<file path="src/tsm_pkg.sv">
// tsm_pkg: shared types, operation codes, cell kinds and error codes
// for the two-stack machine core; no dependencies
package tsm_pkg;

	localparam int FUNC_W  = 5;
	localparam int KIND_W  = 2;
	localparam int VALUE_W = 63;
	localparam int ERR_W   = 3;

	// operation codes
	localparam logic [FUNC_W-1:0] FN_NOP   = 5'd0;
	localparam logic [FUNC_W-1:0] FN_NIL   = 5'd1;
	localparam logic [FUNC_W-1:0] FN_CONST = 5'd2;
	localparam logic [FUNC_W-1:0] FN_DROP  = 5'd3;
	localparam logic [FUNC_W-1:0] FN_DUP   = 5'd4;
	localparam logic [FUNC_W-1:0] FN_SWAP  = 5'd5;
	localparam logic [FUNC_W-1:0] FN_NIP   = 5'd6;
	localparam logic [FUNC_W-1:0] FN_OVER  = 5'd7;
	localparam logic [FUNC_W-1:0] FN_BURY  = 5'd8;
	localparam logic [FUNC_W-1:0] FN_DIG   = 5'd9;
	localparam logic [FUNC_W-1:0] FN_TO_R  = 5'd10;
	localparam logic [FUNC_W-1:0] FN_FROM_R = 5'd11;
	localparam logic [FUNC_W-1:0] FN_CHOOSE = 5'd12;
	localparam logic [FUNC_W-1:0] FN_ADD   = 5'd13;
	localparam logic [FUNC_W-1:0] FN_SUB   = 5'd14;
	localparam logic [FUNC_W-1:0] FN_MUL   = 5'd15;
	localparam logic [FUNC_W-1:0] FN_DIV   = 5'd16;
	localparam logic [FUNC_W-1:0] FN_MOD   = 5'd17;
	localparam logic [FUNC_W-1:0] FN_AND_B = 5'd18;
	localparam logic [FUNC_W-1:0] FN_OR_B  = 5'd19;
	localparam logic [FUNC_W-1:0] FN_XOR_B = 5'd20;
	localparam logic [FUNC_W-1:0] FN_NOT_B = 5'd21;
	localparam logic [FUNC_W-1:0] FN_EQ    = 5'd22;
	localparam logic [FUNC_W-1:0] FN_NEQ   = 5'd23;
	localparam logic [FUNC_W-1:0] FN_LT    = 5'd24;
	localparam logic [FUNC_W-1:0] FN_GT    = 5'd25;
	localparam logic [FUNC_W-1:0] FN_LTE   = 5'd26;
	localparam logic [FUNC_W-1:0] FN_GTE   = 5'd27;
	localparam logic [FUNC_W-1:0] FN_AND_L = 5'd28;
	localparam logic [FUNC_W-1:0] FN_OR_L  = 5'd29;

	// cell kinds
	localparam logic [KIND_W-1:0] KIND_NIL = 2'd0;
	localparam logic [KIND_W-1:0] KIND_NUM = 2'd1;
	localparam logic [KIND_W-1:0] KIND_OBJ = 2'd2;

	// error codes
	localparam logic [ERR_W-1:0] ERR_OK    = 3'd0;
	localparam logic [ERR_W-1:0] ERR_OVER  = 3'd1;
	localparam logic [ERR_W-1:0] ERR_UNDER = 3'd2;
	localparam logic [ERR_W-1:0] ERR_TYPE  = 3'd3;
	localparam logic [ERR_W-1:0] ERR_UNK   = 3'd4;
	localparam logic [ERR_W-1:0] ERR_DIV0  = 3'd5;

	typedef struct packed {
		logic [KIND_W-1:0]  kind;
		logic [VALUE_W-1:0] value;
	} cell_t;

	// controller to datapath
	typedef struct packed {
		logic load;
		logic decode;
		logic rd_issue;
		logic rd_cap;
		logic exec;
		logic md_start;
		logic md_cap;
		logic wr;
		logic top_issue;
		logic top_cap;
	} cmd_t;

	// datapath to controller
	typedef struct packed {
		logic rd_more;
		logic wr_more;
		logic md_go;
		logic md_done;
	} stat_t;

	// number of data cells an operation consumes
	function automatic logic [1:0] pops(input logic [FUNC_W-1:0] f);
		logic [1:0] n;
		case (f)
			FN_DROP, FN_DUP, FN_TO_R, FN_NOT_B: n = 2'd1;
			FN_SWAP, FN_NIP, FN_OVER: n = 2'd2;
			FN_BURY, FN_DIG, FN_CHOOSE: n = 2'd3;
			FN_NOP, FN_NIL, FN_CONST, FN_FROM_R: n = 2'd0;
			default: n = (f >= FN_ADD && f <= FN_OR_L) ? 2'd2 : 2'd0;
		endcase
		return n;
	endfunction

endpackage

</file>
<file path="src/tsm_ctrl.sv">
// tsm_ctrl: one-hot sequencer that steps one instruction through decode,
// operand fetch, execute, mul/div wait, write-back and top fetch; depends on tsm_pkg
module tsm_ctrl (
	input  logic            clk,
	input  logic            arst_n,
	input  logic            start,
	output logic            busy,
	output logic            done,
	output tsm_pkg::cmd_t   cmd,
	input  tsm_pkg::stat_t  stat
);
	import tsm_pkg::*;

	typedef enum logic [8:0] {
		S_IDLE      = 9'b000000001,
		S_DECODE    = 9'b000000010,
		S_RD_ISSUE  = 9'b000000100,
		S_RD_CAP    = 9'b000001000,
		S_EXEC      = 9'b000010000,
		S_MD_WAIT   = 9'b000100000,
		S_WRITE     = 9'b001000000,
		S_TOP_ISSUE = 9'b010000000,
		S_TOP_CAP   = 9'b100000000
	} state_t;

	state_t state_q, state_d;
	logic   done_q;

	// next state and commands
	always_comb begin
		state_d = state_q;
		cmd     = '0;
		case (state_q)
			S_IDLE: begin
				if (start) begin
					cmd.load = 1'b1;
					state_d  = S_DECODE;
				end
			end
			S_DECODE: begin
				cmd.decode = 1'b1;
				state_d    = S_RD_ISSUE;
			end
			S_RD_ISSUE: begin
				cmd.rd_issue = stat.rd_more;
				state_d      = stat.rd_more ? S_RD_CAP : S_EXEC;
			end
			S_RD_CAP: begin
				cmd.rd_cap = 1'b1;
				state_d    = S_RD_ISSUE;
			end
			S_EXEC: begin
				cmd.exec     = 1'b1;
				cmd.md_start = stat.md_go;
				state_d      = stat.md_go ? S_MD_WAIT : S_WRITE;
			end
			S_MD_WAIT: begin
				if (stat.md_done) begin
					cmd.md_cap = 1'b1;
					state_d    = S_WRITE;
				end
			end
			S_WRITE: begin
				cmd.wr  = stat.wr_more;
				state_d = stat.wr_more ? S_WRITE : S_TOP_ISSUE;
			end
			S_TOP_ISSUE: begin
				cmd.top_issue = 1'b1;
				state_d       = S_TOP_CAP;
			end
			S_TOP_CAP: begin
				cmd.top_cap = 1'b1;
				state_d     = S_IDLE;
			end
			default: state_d = S_IDLE;
		endcase
	end

	// state and result strobe
	always_ff @(posedge clk or negedge arst_n) begin
		if (!arst_n) begin
			state_q <= S_IDLE;
			done_q  <= 1'b0;
		end else begin
			state_q <= state_d;
			done_q  <= cmd.top_cap;
		end
	end

	assign busy = (state_q != S_IDLE);
	assign done = done_q;

endmodule

</file>
<file path="config.mk">
export PLATFORM = sky130hd
export DESIGN_NAME = tsm_ctrl
export DESIGN_NICKNAME = d
export VERILOG_FILES = /design/src/tsm_pkg.sv /design/src/tsm_ctrl.sv
export SDC_FILE = /design/constraint.sdc
export NUM_CORES = 1
export LEC_CHECK = 0
export ABC_AREA = 1
export BUFFER_PORTS_ARGS = -buffer_cell sky130_fd_sc_hd__clkbuf_2
export CORE_MARGIN = 2
export CORE_UTILIZATION = 48
export CTS_CLUSTER_DIAMETER = 200
export DETAILED_ROUTE_END_ITERATION = 10
export GPL_TIMING_DRIVEN = 1
export PLACE_DENSITY = 0.75
export SLEW_MARGIN = 5
export SYNTH_ARGS = -nofsm -noshare
export SYNTH_HDL_FRONTEND = slang
export SYNTH_SLANG_ARGS = --single-unit
</file>
<file path="constraint.sdc">
create_clock -name clk -period 1.5 [get_ports clk]
set_input_delay 0.15 -clock clk [delete_from_list [all_inputs] [get_ports clk]]
set_output_delay 0.15 -clock clk [all_outputs]
set_load 0.05 [all_outputs]
</file>
Word-level counts from Yosys, hierarchy flattened
Index checks and enable logic that the tools add are counted.

storage, ports and cells
  bits in read-only memories = 0
  memories kept = 0
  memory bits (writable) = 0
  word-level logic and storage cells = 33
  output and inout port bits = 12
  register bits after elaboration = 10
  bits in latches = 0

cells by class
  shift operators = 0
  bitwise operators = 0
  multipliers = 0
  multiplexer cells = 17
  div/mod/pow operators = 0
  order comparisons = 0
  equal/unequal tests = 12
  add/subtract/negate cells = 0
  reductions and logical operators = 2

operators with widths
  kind                                                                      count
  9-bit one-hot mux with 7 select lines                                     1
  9-bit two-way mux                                                         2
  1-bit two-way mux                                                         10
  9-bit by 1-bit == test with 1-bit output (second input constant)          1
  9-bit by 2-bit == test with 1-bit output (second input constant)          1
  9-bit by 3-bit == test with 1-bit output (second input constant)          1
  9-bit by 4-bit == test with 1-bit output (second input constant)          1
  9-bit by 5-bit == test with 1-bit output (second input constant)          1
  9-bit by 6-bit == test with 1-bit output (second input constant)          1
  9-bit by 7-bit == test with 1-bit output (second input constant)          1
  9-bit by 8-bit == test with 1-bit output (second input constant)          1
  9-bit == test (second input constant)                                     1
  9-bit by 1-bit inequality test with 1-bit output (second input constant)  1
  8-bit two-way mux                                                         1
  7-bit two-way mux                                                         1
  5-bit two-way mux                                                         1
  2-bit inequality test (second input constant)                             2
  2-bit two-way mux                                                         1
  2-bit AND reduction                                                       1
  2-bit OR reduction                                                        1

Depth between registers and ports, before layout
Gate-level depths: netlist of the first run.

  depth after elaboration = 3
  mapped depth = 8
  depth with buffers taken out = 8

Worst setup path after synthesis of the first run
OpenSTA, ideal clock, no wires.

  path type = register to register
  start point = reg state_q[4]
  end point = reg done_q, in the netlist done
  slack = -0.960 ns
  stages on the path, launching flop included = 4
  path buffers = 0
  arrival time = 2.173 ns
  setup time = 0.287 ns
  cells stage by stage = dfrtp_1 inv_1 nand2_1 nor4_1

RTL lines
  item                      RTL line        RTL
  start: declaration        tsm_ctrl.sv:26  state_t state_q, state_d;
  start signal: assignment  tsm_ctrl.sv:85  state_q <= state_d;
  end signal: assignment    tsm_ctrl.sv:86  done_q <= cmd.top_cap;
  end: declaration          tsm_ctrl.sv:27  logic done_q;

==> metrics, run 1 <==
status=complete, but fails checks; failing checks=setup timing; Syn Area/Cell=7.29 um^2; Req. time, crit path=1.35 ns; Via density=5.60; Peak VDD IR=0.000993 V; MaxCap Viol Count=0; Distinct cells, synth=20; CTS Buffer Depth=2; drt pass-1 iters=4; worst r2r src=state_q[0]; largest net degree at the start of global routing=11; Final Setup Violations=13; share of layout cells above drive strength 1=61.2%; # diodes=0; Ports=19; Data arrival, critical path=1.52 ns; fin crit share=111%; actual slew at the worst max-slew pin=0.277 ns; Global Route Usage Sum=26.1%; CP endpoint kind=output port; register area share after synthesis=39.2%; RSZ-0062 raised after global routing=true; Synth-to-Final Area Change=87.3%; reg2reg end=done; htree depth=1; cell taking the most area after synthesis=dfrtp_1; Mapped Cells=88; core area=1270 um^2; syn nets=95; Pwr per Cell Area=1280 nW/um^2; Die W=40.6 um; Starting Density=50.6%; Routed WL=2590 um; clk slew on worst S/H paths=0.08 ns; clock skew=0.00727 ns; Static Leak=0.000608 uW; Filler Cell Count=36; Yosys top cell area share=35.1%; DRC Markers=0; largest cells by area after synthesis=dfrtp_1 (35%), nor2_1 (11%), nand2_1 (8.2%), inv_1 (7.0%), nor2_4 (7.0%); reg-to-reg slack, setup=-0.07 ns; Synth Cell Area=642 um^2; first-pass GRT wire length=2740 um; WL per Instance=17.4 um; CP Max Fanout=4; antenna violations before repair=0; CP Class=reg2out; fin. max-slew vios=0; vias in the first global route=624; fmax=599 MHz; fin util=94.8%; fin worst setup slack=-0.170 ns; fin crit period=1.67 ns; DR iter-0 viols=36; final setup TNS=-1.25 ns; worst min-delay path class=in2reg; Final Hold Viols=0; commonest non-fill, non-tap cell in the layout=buf_4; CTS tree=done; Num CTS Buffers=3; Placed Area=785 um^2; die area=1650 um^2; routed vias=834; startpoint types=register; R2R cell count=9; Root Driver=clkbuf_4; total clock sinks=10; ANT nets after route=0; Syn. warnings=0; routability congestion estimate=0.756; Seq cells post-synth=10; final net count=142; Slew Limit Headroom=81.5%; most frequent cells in the layout=buf_4 (16), nor2_1 (13), nand2_1 (12); later-pin clock latency in the skew report=0.28 ns; port buffer count=18; chip height=40.6 um; final instance area=1200 um^2; Post-DP HPWL=1110 um; total gr overflow=0; Row Count=13; Setup crit end=cmd[4]; CP Launch Point=state_q[7]
-- power by group --
part           total (uW)  internal [uW]  switching [uW]
Clock                 220            103             116
Combinational         943            361             582
Sequential            372            318            53.8
Total                1530            783             752
-- routing by layer --
metal	GRT usage [%]	share of wire (%)	up-vias
met5	0	0	-
met4	10.0	4.5	0
met3	6.67	7.6	20
met2	39.7	52	53
met1	34.8	36	394
li1	-	-	367
-- cells by family after synthesis --
| family | after synthesis | synth area share (%) |
|---|---|---|
| AOI/OAI and AO/OA | 3 | 2.92 |
| and+or+nand+nor | 58 | 47.6 |
| buffers and inverters | 17 | 10.3 |
| DFF | 10 | 39.2 |
-- worst max-delay path: stages (launching register included) --
cell	delay, ns
dfrtp_1	0.43
inv_2	0.11
nand2_4	0.07
nor2_4	0.20
nand3_4	0.13
nor2_4	0.12
buf_8	0.15
-- how the worst min path moves through the flow --
stage	startpoint	to	slack, ns	depth (start not counted)
2_1_floorplan	arst_n	done	-0.15	0
3_3_place_gp	arst_n	state_q[6]	0.03	1
3_5_place_dp	arst_n	state_q[6]	0.03	1
4_1_cts	stat[3]	state_q[4]	0.05	2
5_1_grt	stat[3]	state_q[4]	0.04	2
6_report	stat[3]	state_q[4]	0.04	2
-- what timing repair did --
action / in CTS / in global routing
endpoints found under the setup margin: 11 / 12
endpoints found under the hold margin: 9 / 0
hold buffers: 1 / 0
setup buffers: 16 / 6
pin swaps: 7 / 5
gates resized for setup: 40 / 22
-- synth_stat cells, drive strengths merged --
cell / number
nor2: 25
inv: 17
nand2: 17
nand3: 10
dfrtp: 9
a21oi: 2
nor3: 2
nor4: 2
dfstp: 1
nand4: 1
o21ai: 1
or2: 1
-- flip-flops by register name, summed over array words and instances (netlist names) --
| signal | flops |
|---|---|
| done | 1 |
| state_q | 9 |
-- final cells by class --
class / instances / area, um^2 / area share (%)
Inverter: 17 / 66.3 / 5.52
Tap cell: 15 / 18.8 / 1.56
Sequential cell: 10 / 253 / 21.0
Multi-Input combinational cell: 61 / 430 / 35.8
Timing Repair Buffer: 42 / 408 / 33.9
Clock buffer: 4 / 26.3 / 2.19
-- through the flow --
stage | std cells | setup WS [ns] | total power (uW) | hold WS [ns]
after global placement | 122 | 0.0996 | 962 | 0.0313
after global routing | 149 | -0.256 | 1580 | 0.0372
after CTS | 143 | -0.123 | 1370 | 0.0515
after detailed placement | 122 | 0.0799 | 978 | 0.0322
final | 149 | -0.170 | 1530 | 0.0421
after floorplan | 88 | -0.318 | 856 | -0.146
Note: power is estimated with default switching activity, not from simulation.
==> run 2: changes to the inputs <==
PLACE_DENSITY = default   (was 0.75)
PLACE_DENSITY_LB_ADDON = 0.15   (was default)
==> run 2 against run 1 <==
  * The flow still finishes with violations (setup timing)
  * Register-to-register slack better by 0.09 ns
  * Combinational power fell by 8.2%
  * Worst setup slack improved by 0.038 ns
  * Flip-flop and latch count did not move
  * Largest cell class unchanged
  * Clock skew down 0.0068 ns
  * Routed wire length fell by 33%
  * Critical endpoint is now cmd[7]
  * Via count down 16%
  * Worst hold slack got worse by 0.0046 ns
==> metrics, run 2 (synthesis gave the netlist of run 1 again) <==
status=complete, but fails checks (unchanged); failing checks=setup timing (unchanged); fin crit share=109% (was 111%); Slew Limit Headroom=82.3% (was 81.5%); routability congestion estimate=0.719 (was 0.756); Starting Density=50.6% (unchanged); htree depth=1 (unchanged); vias in the first global route=630 (was 624); Post-DP HPWL=1040 um (was 1110 um); WL per Instance=12.6 um (was 17.4 um); fin crit period=1.63 ns (was 1.67 ns); MaxCap Viol Count=0 (unchanged); die area=1650 um^2 (unchanged); # diodes=0 (unchanged); Final Setup Violations=10 (was 13); Row Count=13 (unchanged); fin worst setup slack=-0.132 ns (was -0.170 ns); port buffer count=18 (unchanged); startpoint types=register (unchanged); worst r2r src=state_q[0] (unchanged); Ports=19 (unchanged); Num CTS Buffers=3 (unchanged); CP Class=reg2out (unchanged); DRC Markers=0 (unchanged); storage element area=251 um^2 (was 253 um^2); Hold Startpoint=stat[3] (unchanged); Pwr per Cell Area=1340 nW/um^2 (was 1280 nW/um^2); post-route insts no fill=139 (was 149); CP Launch Point=state_q[6] (was state_q[7]); ANT nets after route=0 (unchanged); DR iter-0 viols=18 (was 36); Largest Register=state_q (unchanged); Largest register FFs=9 (unchanged); slowest CP cell=dfrtp_1 (unchanged); total clock sinks=10 (unchanged); Static Leak=0.000563 uW (was 0.000608 uW); Multi-input gate area=409 um^2 (was 430 um^2); CP endpoint kind=output port (unchanged); final net count=132 (was 142); Global Route Usage Sum=23.3% (was 26.1%); routed vias=701 (was 834); Filler Cell Count=71 (was 36); Via density=5.04 (was 5.60); worst min-delay path class=in2reg (unchanged); crit path cell chain=nor2_2 -> nand3_2 -> or2_1 -> nor2_2 -> buf_8 (was inv_2 -> nand2_4 -> nor2_4 -> nand3_4 -> nor2_4 -> buf_8); DP Worst Slack=0.0495 ns (was 0.0799 ns); CTS tree=done (unchanged); drt pass-1 iters=4 (unchanged); share of layout cells above drive strength 1=54.8% (was 61.2%); CTS Buffer Depth=2 (unchanged); WHS=0.0375 ns (was 0.0421 ns); clock skew=0.000479 ns (was 0.00727 ns); core area=1270 um^2 (unchanged); Req. time, crit path=1.35 ns (about the same); Die W=40.6 um (unchanged); Root Driver=clkbuf_4 (unchanged); Synth-to-Final Area Change=72.5% (was 87.3%); Peak VDD IR=0.00139 V (was 0.000993 V); most frequent cells in the layout=nor2_1 (13), nand2_1 (13), buf_4 (13) (was buf_4 (16), nor2_1 (13), nand2_1 (12)); chip height=40.6 um (unchanged); antenna violations before repair=0 (unchanged); Top cell by count, worst path=nor2_2 (was nor2_4); fin. max-slew vios=0 (unchanged); CP Max Fanout=3 (was 4); Data arrival, critical path=1.48 ns (was 1.52 ns); first-pass GRT wire length=2490 um (was 2740 um); later-pin clock latency in the skew report=0.27 ns (was 0.28 ns); Post-Place Cells=123 (was 122); actual slew at the worst max-slew pin=0.264 ns (was 0.277 ns); crit-path max cell delay=0.42 ns (was 0.43 ns); clk slew on worst S/H paths=0.07 ns (was 0.08 ns); total gr overflow=0 (unchanged); Final Hold Viols=0 (unchanged); fmax=613 MHz (was 599 MHz); RSZ-0062 raised after global routing=true (unchanged); largest net degree at the start of global routing=11 (unchanged); Routed WL=1750 um (was 2590 um)
==> run 2: power by group <==
group | leakage, uW | switching (uW) | internal, uW
clock network | 0.0000210 | 103 | 148
logic | 0.000407 | 524 | 342
registers | 0.000135 | 51.1 | 318
==> run 2: worst paths after layout <==
check                              to  slack [ns]  depth (start not counted)
setup / recovery               cmd[7]       -0.13                          5
min in group asynchronous  state_q[8]        0.27                          2
max in group asynchronous  state_q[0]        0.96                          2
setup reg to reg           state_q[0]        0.02                         10
hold reg to reg            state_q[8]        0.66                          2
hold / removal             state_q[4]        0.04                          2
==> run 2: cell type report <==
type	instances	area share (%)
Inverter	17	5.99
Sequential cell	10	22.7
Timing Repair Buffer	32	29.4
Clock buffer	4	3.28
Tap cell	15	1.69
Multi-Input combinational cell	61	36.9
==> run 2: critical path, delay by kind of cell, from the launching register on <==
family | cells | cell delay, ns
flip-flops | 1 | 0.42
AND/OR/NAND/NOR | 4 | 0.65
buffers and inverters | 1 | 0.16
==> run 2: per-stage QoR <==
step           utilization [%]  area, um^2  total power [uW]  TNS (ns)
6_report                  87.3        1110              1490    -0.660
3_5_place_dp              62.4         792               977         0
5_1_grt                   87.3        1110              1570     -1.47
4_1_cts                   83.1        1050              1360    -0.743
2_1_floorplan                -         668               856    -0.560
3_3_place_gp              62.4         792               970         0
==> run 2: timing repair <==
item	4_1_cts	5_1_grt
endpoints found under the setup margin	11	12
pin swaps	6	5
buffers inserted	9	3
endpoints found under the hold margin	10	0
hold buffers	1	0
resized for setup	34	12
==> run 2: metal layers <==
metal / GRT usage [%] / vias to the layer above / share of wire, %
met5: 0 / - / 0
met4: 10.0 / 0 / 1.3
met3: 5.56 / 4 / 4.6
met2: 40.9 / 30 / 53
met1: 26.3 / 316 / 41
li1: - / 351 / -
